## src/design/shd_pkg.sv

```systemverilog
package shd_pkg;

    // window geometry and sync pattern
    localparam int WIN_LEN = 16;
    localparam int FILL_W  = 4;
    localparam logic [FILL_W-1:0] FILL_FULL = FILL_W'(WIN_LEN - 1);
    localparam logic [15:0] SYNC_WORD = 16'hAA55;

    // configuration port
    localparam int CFG_IDX_W  = 8;
    localparam int CFG_DATA_W = 16;
    localparam logic [CFG_IDX_W-1:0] REG_IMAGE_TYPE = CFG_IDX_W'(0);
    localparam logic [CFG_IDX_W-1:0] REG_MAX_WIDTH  = CFG_IDX_W'(1);
    localparam logic [CFG_IDX_W-1:0] REG_MAX_HEIGHT = CFG_IDX_W'(2);
    localparam logic [CFG_IDX_W-1:0] REG_MAX_CHUNKS = CFG_IDX_W'(3);

    // register reset values
    localparam logic [7:0]  RST_IMAGE_TYPE = 8'd1;
    localparam logic [15:0] RST_MAX_WIDTH  = 16'd640;
    localparam logic [15:0] RST_MAX_HEIGHT = 16'd480;
    localparam logic [15:0] RST_MAX_CHUNKS = 16'd2048;

    // result kinds
    localparam logic KIND_HEADER  = 1'b0;
    localparam logic KIND_PAYLOAD = 1'b1;

    typedef logic [WIN_LEN-1:0][7:0] t_win;

    typedef struct packed {
        logic [7:0]  image_type_code;
        logic [15:0] max_width;
        logic [15:0] max_height;
        logic [15:0] max_chunks;
    } t_cfg;

    typedef struct packed {
        logic [7:0]  pkt_type;
        logic [7:0]  pkt_event;
        logic [15:0] img_width;
        logic [15:0] img_height;
        logic [15:0] chunk_id;
        logic [15:0] chunk_total;
        logic [15:0] payload_bytes;
    } t_hdr;

    typedef struct packed {
        logic        kind;
        t_hdr        hdr;
        logic [7:0]  data_byte;
        logic        last;
    } t_res;

endpackage

```

## src/design/shd_ifs.sv

```systemverilog
interface shd_byte_if;
    logic       valid;
    logic       ready;
    logic [7:0] byte_in;

    modport source (output valid, output byte_in, input ready);
    modport sink   (input valid, input byte_in, output ready);
endinterface

interface shd_res_if;
    logic        valid;
    logic        ready;
    logic        kind;
    logic [7:0]  pkt_type;
    logic [7:0]  pkt_event;
    logic [15:0] img_width;
    logic [15:0] img_height;
    logic [15:0] chunk_id;
    logic [15:0] chunk_total;
    logic [15:0] payload_bytes;
    logic [7:0]  data_byte;
    logic        last;

    modport source (
        output valid, output kind, output pkt_type, output pkt_event,
        output img_width, output img_height, output chunk_id,
        output chunk_total, output payload_bytes, output data_byte,
        output last, input ready
    );
    modport sink (
        input valid, input kind, input pkt_type, input pkt_event,
        input img_width, input img_height, input chunk_id,
        input chunk_total, input payload_bytes, input data_byte,
        input last, output ready
    );
endinterface

interface shd_cfg_if;
    logic                              valid;
    logic                              ready;
    logic [shd_pkg::CFG_IDX_W-1:0]     index;
    logic [shd_pkg::CFG_DATA_W-1:0]    data;

    modport source (output valid, output index, output data, input ready);
    modport sink   (input valid, input index, input data, output ready);
endinterface

```

## src/design/shd_cfg_regs.sv

```systemverilog
module shd_cfg_regs (
    input  logic          i_clk,
    input  logic          i_rst_n,
    shd_cfg_if.sink       i_cfg,
    output shd_pkg::t_cfg o_cfg
);

    shd_pkg::t_cfg r_cfg;

    // writes are always taken
    assign i_cfg.ready = 1'b1;
    assign o_cfg       = r_cfg;

    // register file, indexes past the list are dropped
    always_ff @(posedge i_clk) begin
        if (!i_rst_n) begin
            r_cfg.image_type_code <= shd_pkg::RST_IMAGE_TYPE;
            r_cfg.max_width       <= shd_pkg::RST_MAX_WIDTH;
            r_cfg.max_height      <= shd_pkg::RST_MAX_HEIGHT;
            r_cfg.max_chunks      <= shd_pkg::RST_MAX_CHUNKS;
        end else if (i_cfg.valid) begin
            unique case (i_cfg.index)
                shd_pkg::REG_IMAGE_TYPE: r_cfg.image_type_code <= i_cfg.data[7:0];
                shd_pkg::REG_MAX_WIDTH:  r_cfg.max_width       <= i_cfg.data;
                shd_pkg::REG_MAX_HEIGHT: r_cfg.max_height      <= i_cfg.data;
                shd_pkg::REG_MAX_CHUNKS: r_cfg.max_chunks      <= i_cfg.data;
                default: begin
                end
            endcase
        end
    end

endmodule

```

## src/design/shd_hdr_check.sv

```systemverilog
module shd_hdr_check (
    input  shd_pkg::t_win i_win,
    input  shd_pkg::t_cfg i_cfg,
    output shd_pkg::t_hdr o_hdr,
    output logic          o_ok
);

    logic w_sync_ok;
    logic w_is_image;
    logic w_dims_ok;
    logic w_total_ok;

    // field extraction, little endian
    assign o_hdr.pkt_type      = i_win[2];
    assign o_hdr.pkt_event     = i_win[3];
    assign o_hdr.img_width     = {i_win[5],  i_win[4]};
    assign o_hdr.img_height    = {i_win[7],  i_win[6]};
    assign o_hdr.chunk_id      = {i_win[9],  i_win[8]};
    assign o_hdr.chunk_total   = {i_win[11], i_win[10]};
    assign o_hdr.payload_bytes = {i_win[13], i_win[12]};

    // sync word and image sanity rule
    assign w_sync_ok  = ({i_win[1], i_win[0]} == shd_pkg::SYNC_WORD);
    assign w_is_image = (i_win[2] == i_cfg.image_type_code);
    assign w_dims_ok  = (o_hdr.img_width != 16'd0) && (o_hdr.img_height != 16'd0)
                     && (o_hdr.img_width <= i_cfg.max_width)
                     && (o_hdr.img_height <= i_cfg.max_height);
    assign w_total_ok = (o_hdr.chunk_total != 16'd0)
                     && (o_hdr.chunk_total <= i_cfg.max_chunks);

    assign o_ok = w_sync_ok && (!w_is_image || (w_dims_ok && w_total_ok));

endmodule

```

## src/design/sync_header_packet_deframer.sv

```systemverilog
// an accepted byte is held in the input stage register, and its result in the result register
// throughput: one byte per cycle while the result side takes results
// the window shift, header compare and payload count are done in the same cycle for each byte
// reset (synchronous, active low) clears the window fill, payload state and
// pending requests, and loads the configuration registers with their defaults
module sync_header_packet_deframer (
    input  logic       i_clk,
    input  logic       i_rst_n,
    shd_byte_if.sink   i_in,
    shd_cfg_if.sink    i_cfg,
    shd_res_if.source  o_res
);

    shd_pkg::t_cfg w_cfg;
    shd_pkg::t_hdr w_hdr;
    logic          w_hdr_ok;

    // input stage
    logic       r_in_valid;
    logic [7:0] r_in_byte;

    // deframer state
    shd_pkg::t_win              r_win;
    shd_pkg::t_win              n_win;
    shd_pkg::t_win              w_shift_win;
    logic [shd_pkg::FILL_W-1:0] r_fill;
    logic [shd_pkg::FILL_W-1:0] n_fill;
    logic                       r_in_payload;
    logic                       n_in_payload;
    logic [15:0]                r_bytes_left;
    logic [15:0]                n_bytes_left;

    // result stage
    logic          r_out_valid;
    shd_pkg::t_res r_res;
    shd_pkg::t_res n_res;
    logic          w_res_fire;

    logic w_proc;
    logic w_in_acc;

    shd_cfg_regs u_cfg (
        .i_clk   (i_clk),
        .i_rst_n (i_rst_n),
        .i_cfg   (i_cfg),
        .o_cfg   (w_cfg)
    );

    // window with the new byte shifted in, oldest byte at index 0
    assign w_shift_win = {r_in_byte, r_win[shd_pkg::WIN_LEN-1:1]};

    // the shifted window is what gets tested
    shd_hdr_check u_check (
        .i_win (w_shift_win),
        .i_cfg (w_cfg),
        .o_hdr (w_hdr),
        .o_ok  (w_hdr_ok)
    );

    // handshake
    assign w_proc     = r_in_valid && (!r_out_valid || o_res.ready);
    assign w_in_acc   = i_in.valid && i_in.ready;
    assign i_in.ready = !r_in_valid || w_proc;

    // next state and result
    always_comb begin
        n_win        = r_win;
        n_fill       = r_fill;
        n_in_payload = r_in_payload;
        n_bytes_left = r_bytes_left;
        n_res        = '0;
        w_res_fire   = 1'b0;
        if (w_proc) begin
            if (r_in_payload) begin
                w_res_fire      = 1'b1;
                n_res.kind      = shd_pkg::KIND_PAYLOAD;
                n_res.data_byte = r_in_byte;
                n_res.last      = (r_bytes_left <= 16'd1);
                if (r_bytes_left != 16'd0) begin
                    n_bytes_left = r_bytes_left - 16'd1;
                end
                if (r_bytes_left <= 16'd1) begin
                    n_in_payload = 1'b0;
                    n_fill       = '0;
                end
            end else begin
                n_win = w_shift_win;
                if (r_fill == shd_pkg::FILL_FULL) begin
                    if (w_hdr_ok) begin
                        w_res_fire = 1'b1;
                        n_res.kind = shd_pkg::KIND_HEADER;
                        n_res.hdr  = w_hdr;
                        n_res.last = (w_hdr.payload_bytes == 16'd0);
                        n_fill     = '0;
                        if (w_hdr.payload_bytes != 16'd0) begin
                            n_in_payload = 1'b1;
                            n_bytes_left = w_hdr.payload_bytes;
                        end
                    end
                end else begin
                    n_fill = r_fill + shd_pkg::FILL_W'(1);
                end
            end
        end
    end

    // control registers
    always_ff @(posedge i_clk) begin
        if (!i_rst_n) begin
            r_in_valid   <= 1'b0;
            r_fill       <= '0;
            r_in_payload <= 1'b0;
            r_bytes_left <= '0;
            r_out_valid  <= 1'b0;
        end else begin
            if (w_in_acc) begin
                r_in_valid <= 1'b1;
            end else if (w_proc) begin
                r_in_valid <= 1'b0;
            end
            r_fill       <= n_fill;
            r_in_payload <= n_in_payload;
            r_bytes_left <= n_bytes_left;
            if (w_res_fire) begin
                r_out_valid <= 1'b1;
            end else if (o_res.ready) begin
                r_out_valid <= 1'b0;
            end
        end
    end

    // payload registers
    always_ff @(posedge i_clk) begin
        if (w_in_acc) begin
            r_in_byte <= i_in.byte_in;
        end
        r_win <= n_win;
        if (w_res_fire) begin
            r_res <= n_res;
        end
    end

    // result port
    assign o_res.valid         = r_out_valid;
    assign o_res.kind          = r_res.kind;
    assign o_res.pkt_type      = r_res.hdr.pkt_type;
    assign o_res.pkt_event     = r_res.hdr.pkt_event;
    assign o_res.img_width     = r_res.hdr.img_width;
    assign o_res.img_height    = r_res.hdr.img_height;
    assign o_res.chunk_id      = r_res.hdr.chunk_id;
    assign o_res.chunk_total   = r_res.hdr.chunk_total;
    assign o_res.payload_bytes = r_res.hdr.payload_bytes;
    assign o_res.data_byte     = r_res.data_byte;
    assign o_res.last          = r_res.last;

endmodule

```

## src/flat_wrapper.sv

```systemverilog
// flat-port wrapper written by rule: the top's interface ports become plain ports
module sync_header_packet_deframer_flat 
  (i_clk, i_rst_n, i_in_valid, i_in_byte_in, i_in_ready, i_cfg_valid, i_cfg_index, i_cfg_data, i_cfg_ready, o_res_valid, o_res_kind, o_res_pkt_type, o_res_pkt_event, o_res_img_width, o_res_img_height, o_res_chunk_id, o_res_chunk_total, o_res_payload_bytes, o_res_data_byte, o_res_last, o_res_ready);
  shd_byte_if i_in_i ();
  shd_cfg_if i_cfg_i ();
  shd_res_if o_res_i ();
  input  logic i_clk;
  input  logic i_rst_n;
  input wire logic [$bits(i_in_i.valid)-1:0] i_in_valid;
  input wire logic [$bits(i_in_i.byte_in)-1:0] i_in_byte_in;
  output wire logic [$bits(i_in_i.ready)-1:0] i_in_ready;
  input wire logic [$bits(i_cfg_i.valid)-1:0] i_cfg_valid;
  input wire logic [$bits(i_cfg_i.index)-1:0] i_cfg_index;
  input wire logic [$bits(i_cfg_i.data)-1:0] i_cfg_data;
  output wire logic [$bits(i_cfg_i.ready)-1:0] i_cfg_ready;
  output wire logic [$bits(o_res_i.valid)-1:0] o_res_valid;
  output wire logic [$bits(o_res_i.kind)-1:0] o_res_kind;
  output wire logic [$bits(o_res_i.pkt_type)-1:0] o_res_pkt_type;
  output wire logic [$bits(o_res_i.pkt_event)-1:0] o_res_pkt_event;
  output wire logic [$bits(o_res_i.img_width)-1:0] o_res_img_width;
  output wire logic [$bits(o_res_i.img_height)-1:0] o_res_img_height;
  output wire logic [$bits(o_res_i.chunk_id)-1:0] o_res_chunk_id;
  output wire logic [$bits(o_res_i.chunk_total)-1:0] o_res_chunk_total;
  output wire logic [$bits(o_res_i.payload_bytes)-1:0] o_res_payload_bytes;
  output wire logic [$bits(o_res_i.data_byte)-1:0] o_res_data_byte;
  output wire logic [$bits(o_res_i.last)-1:0] o_res_last;
  input wire logic [$bits(o_res_i.ready)-1:0] o_res_ready;
  assign i_in_i.valid = i_in_valid;
  assign i_in_i.byte_in = i_in_byte_in;
  assign i_in_ready = i_in_i.ready;
  assign i_cfg_i.valid = i_cfg_valid;
  assign i_cfg_i.index = i_cfg_index;
  assign i_cfg_i.data = i_cfg_data;
  assign i_cfg_ready = i_cfg_i.ready;
  assign o_res_valid = o_res_i.valid;
  assign o_res_kind = o_res_i.kind;
  assign o_res_pkt_type = o_res_i.pkt_type;
  assign o_res_pkt_event = o_res_i.pkt_event;
  assign o_res_img_width = o_res_i.img_width;
  assign o_res_img_height = o_res_i.img_height;
  assign o_res_chunk_id = o_res_i.chunk_id;
  assign o_res_chunk_total = o_res_i.chunk_total;
  assign o_res_payload_bytes = o_res_i.payload_bytes;
  assign o_res_data_byte = o_res_i.data_byte;
  assign o_res_last = o_res_i.last;
  assign o_res_i.ready = o_res_ready;
  sync_header_packet_deframer u_core (.i_clk(i_clk), .i_rst_n(i_rst_n), .i_in(i_in_i), .i_cfg(i_cfg_i), .o_res(o_res_i));
endmodule
```

## config.mk

```make
export PLATFORM = sky130hd
export DESIGN_NAME = sync_header_packet_deframer_flat
export DESIGN_NICKNAME = d
export VERILOG_FILES = /design/src/design/shd_pkg.sv /design/src/design/shd_ifs.sv /design/src/design/shd_cfg_regs.sv /design/src/design/shd_hdr_check.sv /design/src/design/sync_header_packet_deframer.sv /design/src/flat_wrapper.sv
export SDC_FILE = /design/constraint.sdc
export NUM_CORES = 1
export LEC_CHECK = 0
export BUFFER_PORTS_ARGS = -buffer_cell sky130_fd_sc_hd__clkbuf_2
export CORE_MARGIN = 5
export CORE_UTILIZATION = 52
export CTS_CLUSTER_SIZE = 28
export DETAILED_ROUTE_END_ITERATION = 8
export HOLD_SLACK_MARGIN = 0.03
export PLACE_DENSITY = 0.78
export SLEW_MARGIN = 15
export SYNTH_ARGS = -nofsm -noshare
export SYNTH_HDL_FRONTEND = slang
export SYNTH_SLANG_ARGS = --single-unit
```

## constraint.sdc

```tcl
create_clock -name i_clk -period 6.46 [get_ports i_clk]
set_input_delay 0.323 -clock i_clk [delete_from_list [all_inputs] [get_ports i_clk]]
set_output_delay 0.323 -clock i_clk [all_outputs]
set_load 0.005 [all_outputs]
```

==> results of run 1 <==
final timing paths:
kind | end | cells after the start | start
worst max-delay path | u_core.o_res.img_width[3]$_SDFFCE_PP0P_ | 9 | u_core.r_win[54]$_DFFE_PP_
worst max register to register | u_core.o_res.img_width[3]$_SDFFCE_PP0P_ | 9 | u_core.r_win[54]$_DFFE_PP_
worst min register to register | u_core.r_win[116]$_DFFE_PP_ | 0 | u_core.r_win[124]$_DFFE_PP_
worst min-delay path | u_core.u_cfg.o_cfg[19]$_SDFFE_PN0P_ | 3 | i_cfg_data[3]
state kept, by name, indices dropped and copies added, names as in the netlist:
| name | cells |
|---|---|
| u_core.r_bytes_left | 16 |
| u_core.r_in_payload | 1 |
| u_core.o_res.img_height | 16 |
| u_core.o_res.chunk_total | 16 |
| u_core.o_res.pkt_type | 8 |
| u_core.o_res.last | 1 |
| u_core.o_res.payload_bytes | 16 |
| u_core.r_win | 120 |
| u_core.r_in_byte | 8 |
| u_core.o_res.pkt_event | 8 |
| u_core.o_res.img_width | 16 |
| u_core.o_res.valid | 1 |
| u_core.r_fill | 4 |
| u_core.u_cfg.o_cfg | 56 |
| u_core.o_res.chunk_id | 16 |
| u_core.o_res.kind | 1 |
| u_core.o_res.data_byte | 8 |
| u_core.r_in_valid | 1 |
power groups by stage:
stage | sequential [mW] | combinational, mW | clock [mW]
3_3_place_gp | 2.20 | 0.0527 | 0
6_report | 2.16 | 0.0586 | 1.86
3_5_place_dp | 2.20 | 0.0536 | 0
4_1_cts | 2.16 | 0.0587 | 1.89
5_1_grt | 2.15 | 0.0640 | 1.97
2_1_floorplan | 2.20 | 0.0246 | 0
worst max-delay path, delay by kind of cell, from the launching register on:
family / cells / cell delay [ns]
AOI/OAI and AO/OA: 4 / 1.37
buffers and inverters: 1 / 0.41
adders and majority gates: 1 / 0.35
and+or+nand+nor: 3 / 0.90
DFF: 1 / 0.46
per-layer routing:
layer	up-vias	track usage, %
met4	0	4.91
li1	3783	-
met2	269	33.7
met3	50	3.67
met1	3874	24.7
met5	-	0
stage by stage:
step                      std cells  worst slack [ns]  instance area, µm²  util (%)
after floorplan                 956              1.12               12700         -
after global placement         1396              2.58               13700      56.7
after detailed placement       1396              2.51               13700      56.7
after CTS                      1462              2.51               14900      61.6
after global routing           1462              2.30               14900      61.6
final                          1462              2.51               14900      61.6
Yosys cell counts (all sizes together) (7+ instances only):
cell type / count
nor2: 53
mux2i: 44
ha: 51
nor4bb: 8
buf: 9
nor4: 24
a22oi: 7
dfxtp: 79
nand2: 72
a21oi: 52
and2: 106
edfxtp: 234
inv: 59
xor2: 8
nand3: 11
nand4: 12
o21ai: 19
clkbuf: 25
nor3: 7
cell type report:
class | instances | area, µm²
clock buffers | 41 | 873
clock inverters | 15 | 199
fillers | 1818 | 9290
inverters | 59 | 221
multi-input cells | 550 | 3700
flip-flops and latches | 313 | 8610
well taps | 324 | 405
repair buffers | 160 | 878
cell families after synthesis:
logic type,after synthesis
and+or+nand+nor,325
other,1
DFF,313
xor gates and xnor gates,8
muxes,44
buffers and inverters,93
AOI/OAI and AO/OA,121
adders and majority gates,51
==> metrics, run 1 <==
Data arrival, critical path=just over 4 ns; M1 WL=11.1 mm; Cells after Synth=956; vias in the first global route=7,931; top post-synthesis cells by area=edfxtp_1 (56%), dfxtp_1 (12%), and2_1 (5.2%); Adder-Cell Fraction of Synth Area=5.04%; sw power=769 µW; Pint=3.31 mW; simple-gate area share of the yosys netlist=13.9%; Logic pwr share=1.4%; final hold vios=0; Initial Utilization=52.4%; sequential fraction of the synthesis area=68.0%; gr ovfl total=0; Routed Antenna Nets=0; die width=166 µm; max incr delay on CP=0.70 ns; post-CTS resize count=0; wire length on met2=13.7 mm; syn_nets=1,044; RSZ-0062 raised after global routing=false; n_diodes=0; Avg Inst Size Synth=13.2 µm²; WS Path Type=register to register; die area=0.0276 mm²; nets=approximately 1,200; CTS tree=yes; Fmax=253 MHz; Crit. End Element=register; I/O pins=between 100 and 150; hold buffers post-CTS=10; Max VDD drop=244 µV; top sig layer=met4; Seq cells post-synth=313; Worst Hold Class=input port to register; met3 WL=1.70 mm; Placer Congestion=around 0.92; site row count=between 50 and 60; DRC violations left=0; # port buffers=144; CP Launch Type=register; CP cell instances=ha_1, a21oi_1, nand2_1, a221o_1, o31a_1, o41ai_2, nor2_1, nor2_4, buf_12; DR vias=7,976; Post-synth EDFFs=about 230; CTS sink cnt=~310; synth-to-layout area growth=17.6%; Min Hold Slack=0.0799 ns; worst-path fanout max=80; Starting DRT DRC Count=649; die height=about 170 µm; layout cells sized above 1=18.6%; DR vias/cell=approximately 5.5; status=finished clean; XOR/XNOR Fraction of Synth Area=0.554%; largest net degree at the start of global routing=between 80 and 90; post-synthesis mux area share=3.48%; Finish-stage setup viols=0; Core Area=0.0242 mm²; setup TNS=0 ns; largest family of logic cells by synthesized area=simple AND/OR/NAND/NOR gates; final wirelength=27.1 mm; Post-synth ARST share=0%; Slew @ Worst Pin=approximately 1.1 ns; Max Cap Violations=0; dpl hpwl=18.7 mm; clock transition at the registers of the reported paths=0.06 ns; Synth Area in Compound Gates=6.10%; P per Cell Area=274 mW/mm²; CTS Buf Count=30; Synth area leader=edfxtp_1; Seq pwr share=52.8%; Total Power=4.08 mW; most frequent cells in the layout=edfxtp_1 (234), clkbuf_2 (144), and2_1 (106); initial antenna violation count=0; WP data required=6.66 ns; Max Root-Sink Buffers=3; setup repair bufs after CTS=0; Worst Skew=0.0105 ns; worst reg-to-reg setup slack=about 2.5 ns; Slowest-stage cell, CP=nor2_4; Lkg Pwr=approximately 5.6 nW; first-pass GRT wire length=43.0 mm; period utilisation layout=61.2%; post-synth top area share=55.5%; wire length per cell=roughly 19 µm; max_slew headroom=27.3%; fin crit period=3.95 ns; total track usage=between 10% and 20%; Final Max Slew Viols=0; Synth Warn #=0; Cell variety after synth=50; H-tree depth=1; worst-skew pair later-pin latency=0.55 ns; switching share of power=18.9%; CTS Root Cell=clkbuf_16; commonest non-fill, non-tap cell in the layout=edfxtp_1; Main synth FF type=edfxtp_1; cell area after synthesis=0.0127 mm²; clock power share=45.7%; DRT Pass-1 Iters=5
(Power assumes the default switching activity.)
==> run 2, diff against run 1 <==
==> constraint.sdc (replaced) <==
create_clock -name i_clk -period 3.6 [get_ports i_clk]
set_input_delay 0.18 -clock i_clk [delete_from_list [all_inputs] [get_ports i_clk]]
set_output_delay 0.18 -clock i_clk [all_outputs]
set_load 0.005 [all_outputs]
==> metrics, run 2 (synthesized netlist as in run 1, its figures left out) <==
DR vias/cell=5.42 (was 5.46); Initial Utilization=52.4% (unchanged); CTS tree=yes (unchanged); grt met3 use=3.78% (was 3.67%); grt met1 use=25.7% (was 24.7%); CTS Root Cell=clkbuf_16 (unchanged); Max Root-Sink Buffers=3 (unchanged); final hold vios=0 (unchanged); max_slew headroom=35.6% (was 27.3%); vias in the first global route=8,061 (was 7,931); Slew @ Worst Pin=0.966 ns (was 1.09 ns); RSZ-0062 raised after global routing=false (unchanged); Lkg Pwr=5.69 nW (was 5.57 nW); largest net degree at the start of global routing=75 (was 81); dpl hpwl=18.8 mm (was 18.7 mm); Max Cap Violations=0 (unchanged); worst-skew pair later-pin latency=0.51 ns (was 0.55 ns); sw power=1.46 mW (was 769 µW); reg2reg start=u_core.r_win[61]$_DFFE_PP_ (was u_core.r_win[54]$_DFFE_PP_); WP data required=3.97 ns (was 6.66 ns); Worst Setup SP=u_core.r_win[61]$_DFFE_PP_ (was u_core.r_win[54]$_DFFE_PP_); Seq pwr share=52.6% (was 52.8%); nets=1,229 (was 1,202); Data arrival, critical path=3.62 ns (was 4.15 ns); switching share of power=19.8% (was 18.9%); final core occ=62.9% (was 61.6%); total track usage=19.5% (was 19.2%); Starting DRT DRC Count=635 (was 649); die height=166 µm (unchanged); CTS sink cnt=313 (unchanged); CP Launch Type=register (unchanged); Worst Skew=0.0210 ns (was 0.0105 ns); HP Start=o_res_ready (was i_cfg_data[3]); DR vias=8,086 (was 7,976); P per Cell Area=484 mW/mm² (was 274 mW/mm²); period utilisation layout=90.3% (was 61.2%); clock power share=45.8% (was 45.7%); final wirelength=27.2 mm (was 27.1 mm); fin crit period=3.25 ns (was 3.95 ns); Crit. End Element=register (unchanged); I/O pins=146 (unchanged); M2 GR Usage=33.3% (was 33.7%); layer with the highest usage=met2 (unchanged); max reg flops=120 (unchanged); gr ovfl total=0 (unchanged); status=finished clean (unchanged); H-tree depth=2 (was 1); WS Path Type=register to register (unchanged); clock transition at the registers of the reported paths=0.06 ns (about the same); post-CTS resize count=0 (unchanged); worst-path fanout max=46 (was 80); Worst Hold Class=input port to register (unchanged); commonest non-fill, non-tap cell in the layout=edfxtp_1 (unchanged); Placer Congestion=0.865 (was 0.921); placed inst area=0.0139 mm² (was 0.0137 mm²); Pint=5.89 mW (was 3.31 mW); n_diodes=0 (unchanged); setup repair bufs after CTS=0 (unchanged); Fmax=308 MHz (was 253 MHz); # port buffers=144 (unchanged); Core Area=0.0242 mm² (unchanged); DRC violations left=0 (unchanged); wire length per cell=18.2 µm (was 18.5 µm); Max VDD drop=365 µV (was 244 µV); layout cells sized above 1=19.2% (was 18.6%); Routed Antenna Nets=0 (unchanged); Final Max Slew Viols=0 (unchanged); setup TNS=0 ns (unchanged); Final WS setup=0.351 ns (was 2.51 ns); most frequent cells in the layout=edfxtp_1 (234), clkbuf_2 (144), and2_1 (106) (unchanged); initial antenna violation count=0 (unchanged); FILL cells=1,777 (was 1,818); first-pass GRT wire length=43.4 mm (was 43.0 mm); pre-CTS setup slack=0.393 ns (was 2.51 ns); DRT Pass-1 Iters=6 (was 5); site row count=57 (unchanged); Finish-stage setup viols=0 (unchanged); die width=166 µm (unchanged); post-route cell area=0.0152 mm² (was 0.0149 mm²); die area=0.0276 mm² (unchanged); synth-to-layout area growth=20.1% (was 17.6%); register bank with the most flops=u_core.r_win (unchanged); Logic pwr share=1.6% (was 1.4%); CTS Buf Count=34 (was 30)
==> run 2: cell types whose count changed in the layout (fill, tap and decap cells not counted), moves of 3 or more <==
cell | previous run | this run
buf_12 | 1 | 4
buf_4 | 5 | 10
clkbuf_16 | 31 | 34
clkbuf_8 | 6 | 1
clkinv_1 | 4 | 7
clkinvlp_4 | 1 | 5
dlygate4sd3_1 | 10 | 25
inv_6 | 0 | 3
==> run 2: what timing repair did <==
item                                    CTS  global route
hold buffers                             25             0
endpoints found under the setup margin    0             0
endpoints found under the hold margin    48             0
==> run 2: final cells by class <==
cell class	instances	area [µm²]	share of cell area [%]
sequential	313	8610	56.6
multi-input combinational	550	3740	24.6
timing repair buffer	183	1130	7.41
clock buffer	41	887	5.84
tap	324	405	2.67
inverter	59	223	1.47
clock inverter	21	206	1.36
==> run 2: power groups by stage <==
stage	Combinational, mW	Sequential (mW)	Clock (mW)
global route	0.128	3.87	3.60
CTS	0.117	3.87	3.42
finish	0.118	3.87	3.37
global placement	0.0939	3.94	0
detailed placement	0.0952	3.95	0
floorplan	0.0447	3.94	0
==> run 2: final timing paths <==
check	endpoint	slack [ns]	cells past startpoint
max reg2reg	u_core.o_res.img_height[12]$_SDFFCE_PP0P_	0.35	9
max	u_core.o_res.img_height[12]$_SDFFCE_PP0P_	0.35	9
min reg2reg	u_core.r_win[119]$_DFFE_PP_	0.42	0
min	u_core.o_res.valid$_SDFFE_PN0P_	0.05	3
==> run 2: worst max-delay path, stage by stage, from the launching register on <==
cell	delay, ns
edfxtp_1	0.44
ha_1	0.32
a21oi_1	0.13
o21ai_0	0.13
a221o_1	0.33
o31a_1	0.37
o41ai_2	0.45
and4_2	0.52
buf_12	0.23
and2_1	0.16
==> run 2: layer usage <==
metal / routed length [µm] / vias to the layer above / share of wire [%]
met1: 11400 / 3948 / 42
met5: 0 / - / 0
met3: 1740 / 42 / 6.4
li1: - / 3833 / -
met4: 523 / 0 / 1.9
met2: 13500 / 263 / 50
==> run 2: metrics by stage <==
stage          total power, mW  cells  hold WS [ns]
2_1_floorplan             3.99    956         0.279
3_3_place_gp              4.04   1404         0.358
3_5_place_dp              4.04   1404         0.360
4_1_cts                   7.41   1491        0.0306
5_1_grt                   7.60   1491        0.0391
6_report                  7.35   1491        0.0450
==> run 3, diff against run 2 <==
--- a/config.mk
+++ b/config.mk
@@ -5,7 +5,8 @@
 export SDC_FILE = /design/constraint.sdc
 export NUM_CORES = 1
 export LEC_CHECK = 0
-export BUFFER_PORTS_ARGS = -buffer_cell sky130_fd_sc_hd__clkbuf_2
+export BUFFER_PORTS_ARGS = -buffer_cell sky130_fd_sc_hd__buf_4
+export CORE_ASPECT_RATIO = 0.6
 export CORE_MARGIN = 5
 export CORE_UTILIZATION = 52
 export CTS_CLUSTER_SIZE = 28
==> metrics, run 3 (synthesized netlist as in run 1, its figures left out) <==
commonest non-fill, non-tap cell in the layout=edfxtp_1 (unchanged); hold buffers post-CTS=29 (was 25); first-pass GRT wire length=46.4 mm (was 43.4 mm); die width=211 µm (was 166 µm); total track usage=21.9% (was 19.5%); max_slew headroom=42.4% (was 35.6%); worst reg-to-reg setup slack=0.33 ns (was 0.35 ns); post-CTS resize count=0 (unchanged); worst-path fanout max=20 (was 46); P per Cell Area=459 mW/mm² (was 484 mW/mm²); Worst Hold Class=input port to register (unchanged); # port buffers=144 (unchanged); CTS Buf Count=28 (was 34); CP Launch Type=register (unchanged); site row count=44 (was 57); status=finished clean (unchanged); fin crit period=3.27 ns (was 3.25 ns); synth-to-layout area growth=22.5% (was 20.1%); placed inst area=0.0142 mm² (was 0.0139 mm²); H-tree depth=1 (was 2); CTS tree=yes (unchanged); Lkg Pwr=5.76 nW (was 5.69 nW); WP data required=3.81 ns (was 3.97 ns); Crit. End Element=register (unchanged); Placer Congestion=0.913 (was 0.865); register area=0.00861 mm² (unchanged); register bank with the most flops=u_core.r_win (unchanged); DRC violations left=0 (unchanged); largest net degree at the start of global routing=68 (was 75); Worst Skew=0.0124 ns (was 0.0210 ns); setup repair bufs after CTS=0 (unchanged); Max Cap Violations=0 (unchanged); die height=131 µm (was 166 µm); Slew @ Worst Pin=0.862 ns (was 0.966 ns); Max Root-Sink Buffers=3 (unchanged); Starting DRT DRC Count=726 (was 635); RSZ-0062 raised after global routing=false (unchanged); Max VDD drop=309 µV (was 365 µV); I/O pins=146 (unchanged); Multi-input gate area=0.00374 mm² (unchanged); layout cells sized above 1=19.2% (about the same); WS Path Type=register to register (unchanged); most frequent cells in the layout=edfxtp_1 (234), buf_4 (159), and2_1 (106) (was edfxtp_1 (234), clkbuf_2 (144), and2_1 (106)); period utilisation layout=90.8% (was 90.3%); DRT Pass-1 Iters=6 (unchanged); final hold vios=0 (unchanged); post-route cell area=0.0155 mm² (was 0.0152 mm²); Initial Utilization=52.6% (was 52.4%); dpl hpwl=21.3 mm (was 18.8 mm); FILL cells=1,720 (was 1,777); Routed Antenna Nets=0 (unchanged); final core occ=64.4% (was 62.9%); max reg flops=120 (unchanged); Final Max Slew Viols=0 (unchanged); CTS sink cnt=313 (unchanged); setup TNS=0 ns (unchanged); Finish-stage setup viols=0 (unchanged); DR vias/cell=5.51 (was 5.42); vias in the first global route=7,661 (was 8,061); Total Power=7.12 mW (was 7.35 mW); die area=0.0277 mm² (was 0.0276 mm²); DR vias=8,191 (was 8,086); CTS Root Cell=clkbuf_16 (unchanged); Data arrival, critical path=3.49 ns (was 3.62 ns); gr ovfl total=0 (unchanged); nets=1,232 (was 1,229); final wirelength=30.7 mm (was 27.2 mm); clock transition at the registers of the reported paths=0.07 ns (was 0.06 ns); worst-skew pair later-pin latency=0.54 ns (was 0.51 ns); wire length per cell=20.7 µm (was 18.2 µm); initial antenna violation count=0 (unchanged); Core Area=0.0241 mm² (was 0.0242 mm²); n_diodes=0 (unchanged); Fmax=306 MHz (was 308 MHz)
[run 3: cell type report]
type	instances	area share [%]
well taps	322	2.60
clock buffers	31	4.73
multi-input cells	550	24.1
repair buffers	192	10.1
flip-flops and latches	313	55.5
inverters	59	1.43
clock inverters	20	1.49
[run 3: through the flow]
| step | instances | hold slack [ns] | worst slack, ns |
|---|---|---|---|
| floorplan | 956 | 0.279 | -0.395 |
| global placement | 1407 | 0.360 | 0.392 |
| detailed placement | 1407 | 0.359 | 0.386 |
| CTS | 1487 | 0.144 | 0.335 |
| global route | 1487 | 0.191 | 0.126 |
| finish | 1487 | 0.168 | 0.329 |
[run 3: per-layer routing]
layer / global-route usage, % / vias to the layer above / part of all wire [%]
met5: 0 / - / 0
met4: 3.86 / 0 / 1.6
met3: 4.58 / 40 / 9.2
met2: 30.3 / 338 / 41
met1: 35.9 / 3975 / 48
li1: - / 3838 / -
[run 3: path summary, 6_finish.rpt]
path | from | endpoint | cells past startpoint
min | i_cfg_index[0] | u_core.u_cfg.o_cfg[18]$_SDFFE_PN0P_ | 5
max | u_core.r_win[45]$_DFFE_PP_ | u_core.o_res.pkt_event[6]$_SDFFCE_PP0P_ | 9
max reg2reg | u_core.r_win[45]$_DFFE_PP_ | u_core.o_res.pkt_event[6]$_SDFFCE_PP0P_ | 9
min reg2reg | u_core.r_win[122]$_DFFE_PP_ | u_core.r_win[114]$_DFFE_PP_ | 0
[run 3: power by group]
| group | switching, mW | internal, mW | leakage (nW) |
|---|---|---|---|
| Sequential | 0.00695 | 3.86 | 2.62 |
| Combinational | 0.0816 | 0.0547 | 2.68 |
| Clock | 1.29 | 1.83 | 0.471 |
[run 3: critical path: stages, from the launching register on]
cell,delay (ns)
edfxtp_1,0.51
ha_1,0.36
a21oi_1,0.16
o21ai_1,0.10
a221o_1,0.31
o31a_1,0.32
o41ai_4,0.45
nor2_2,0.10
nor2_4,0.27
buf_4,0.34
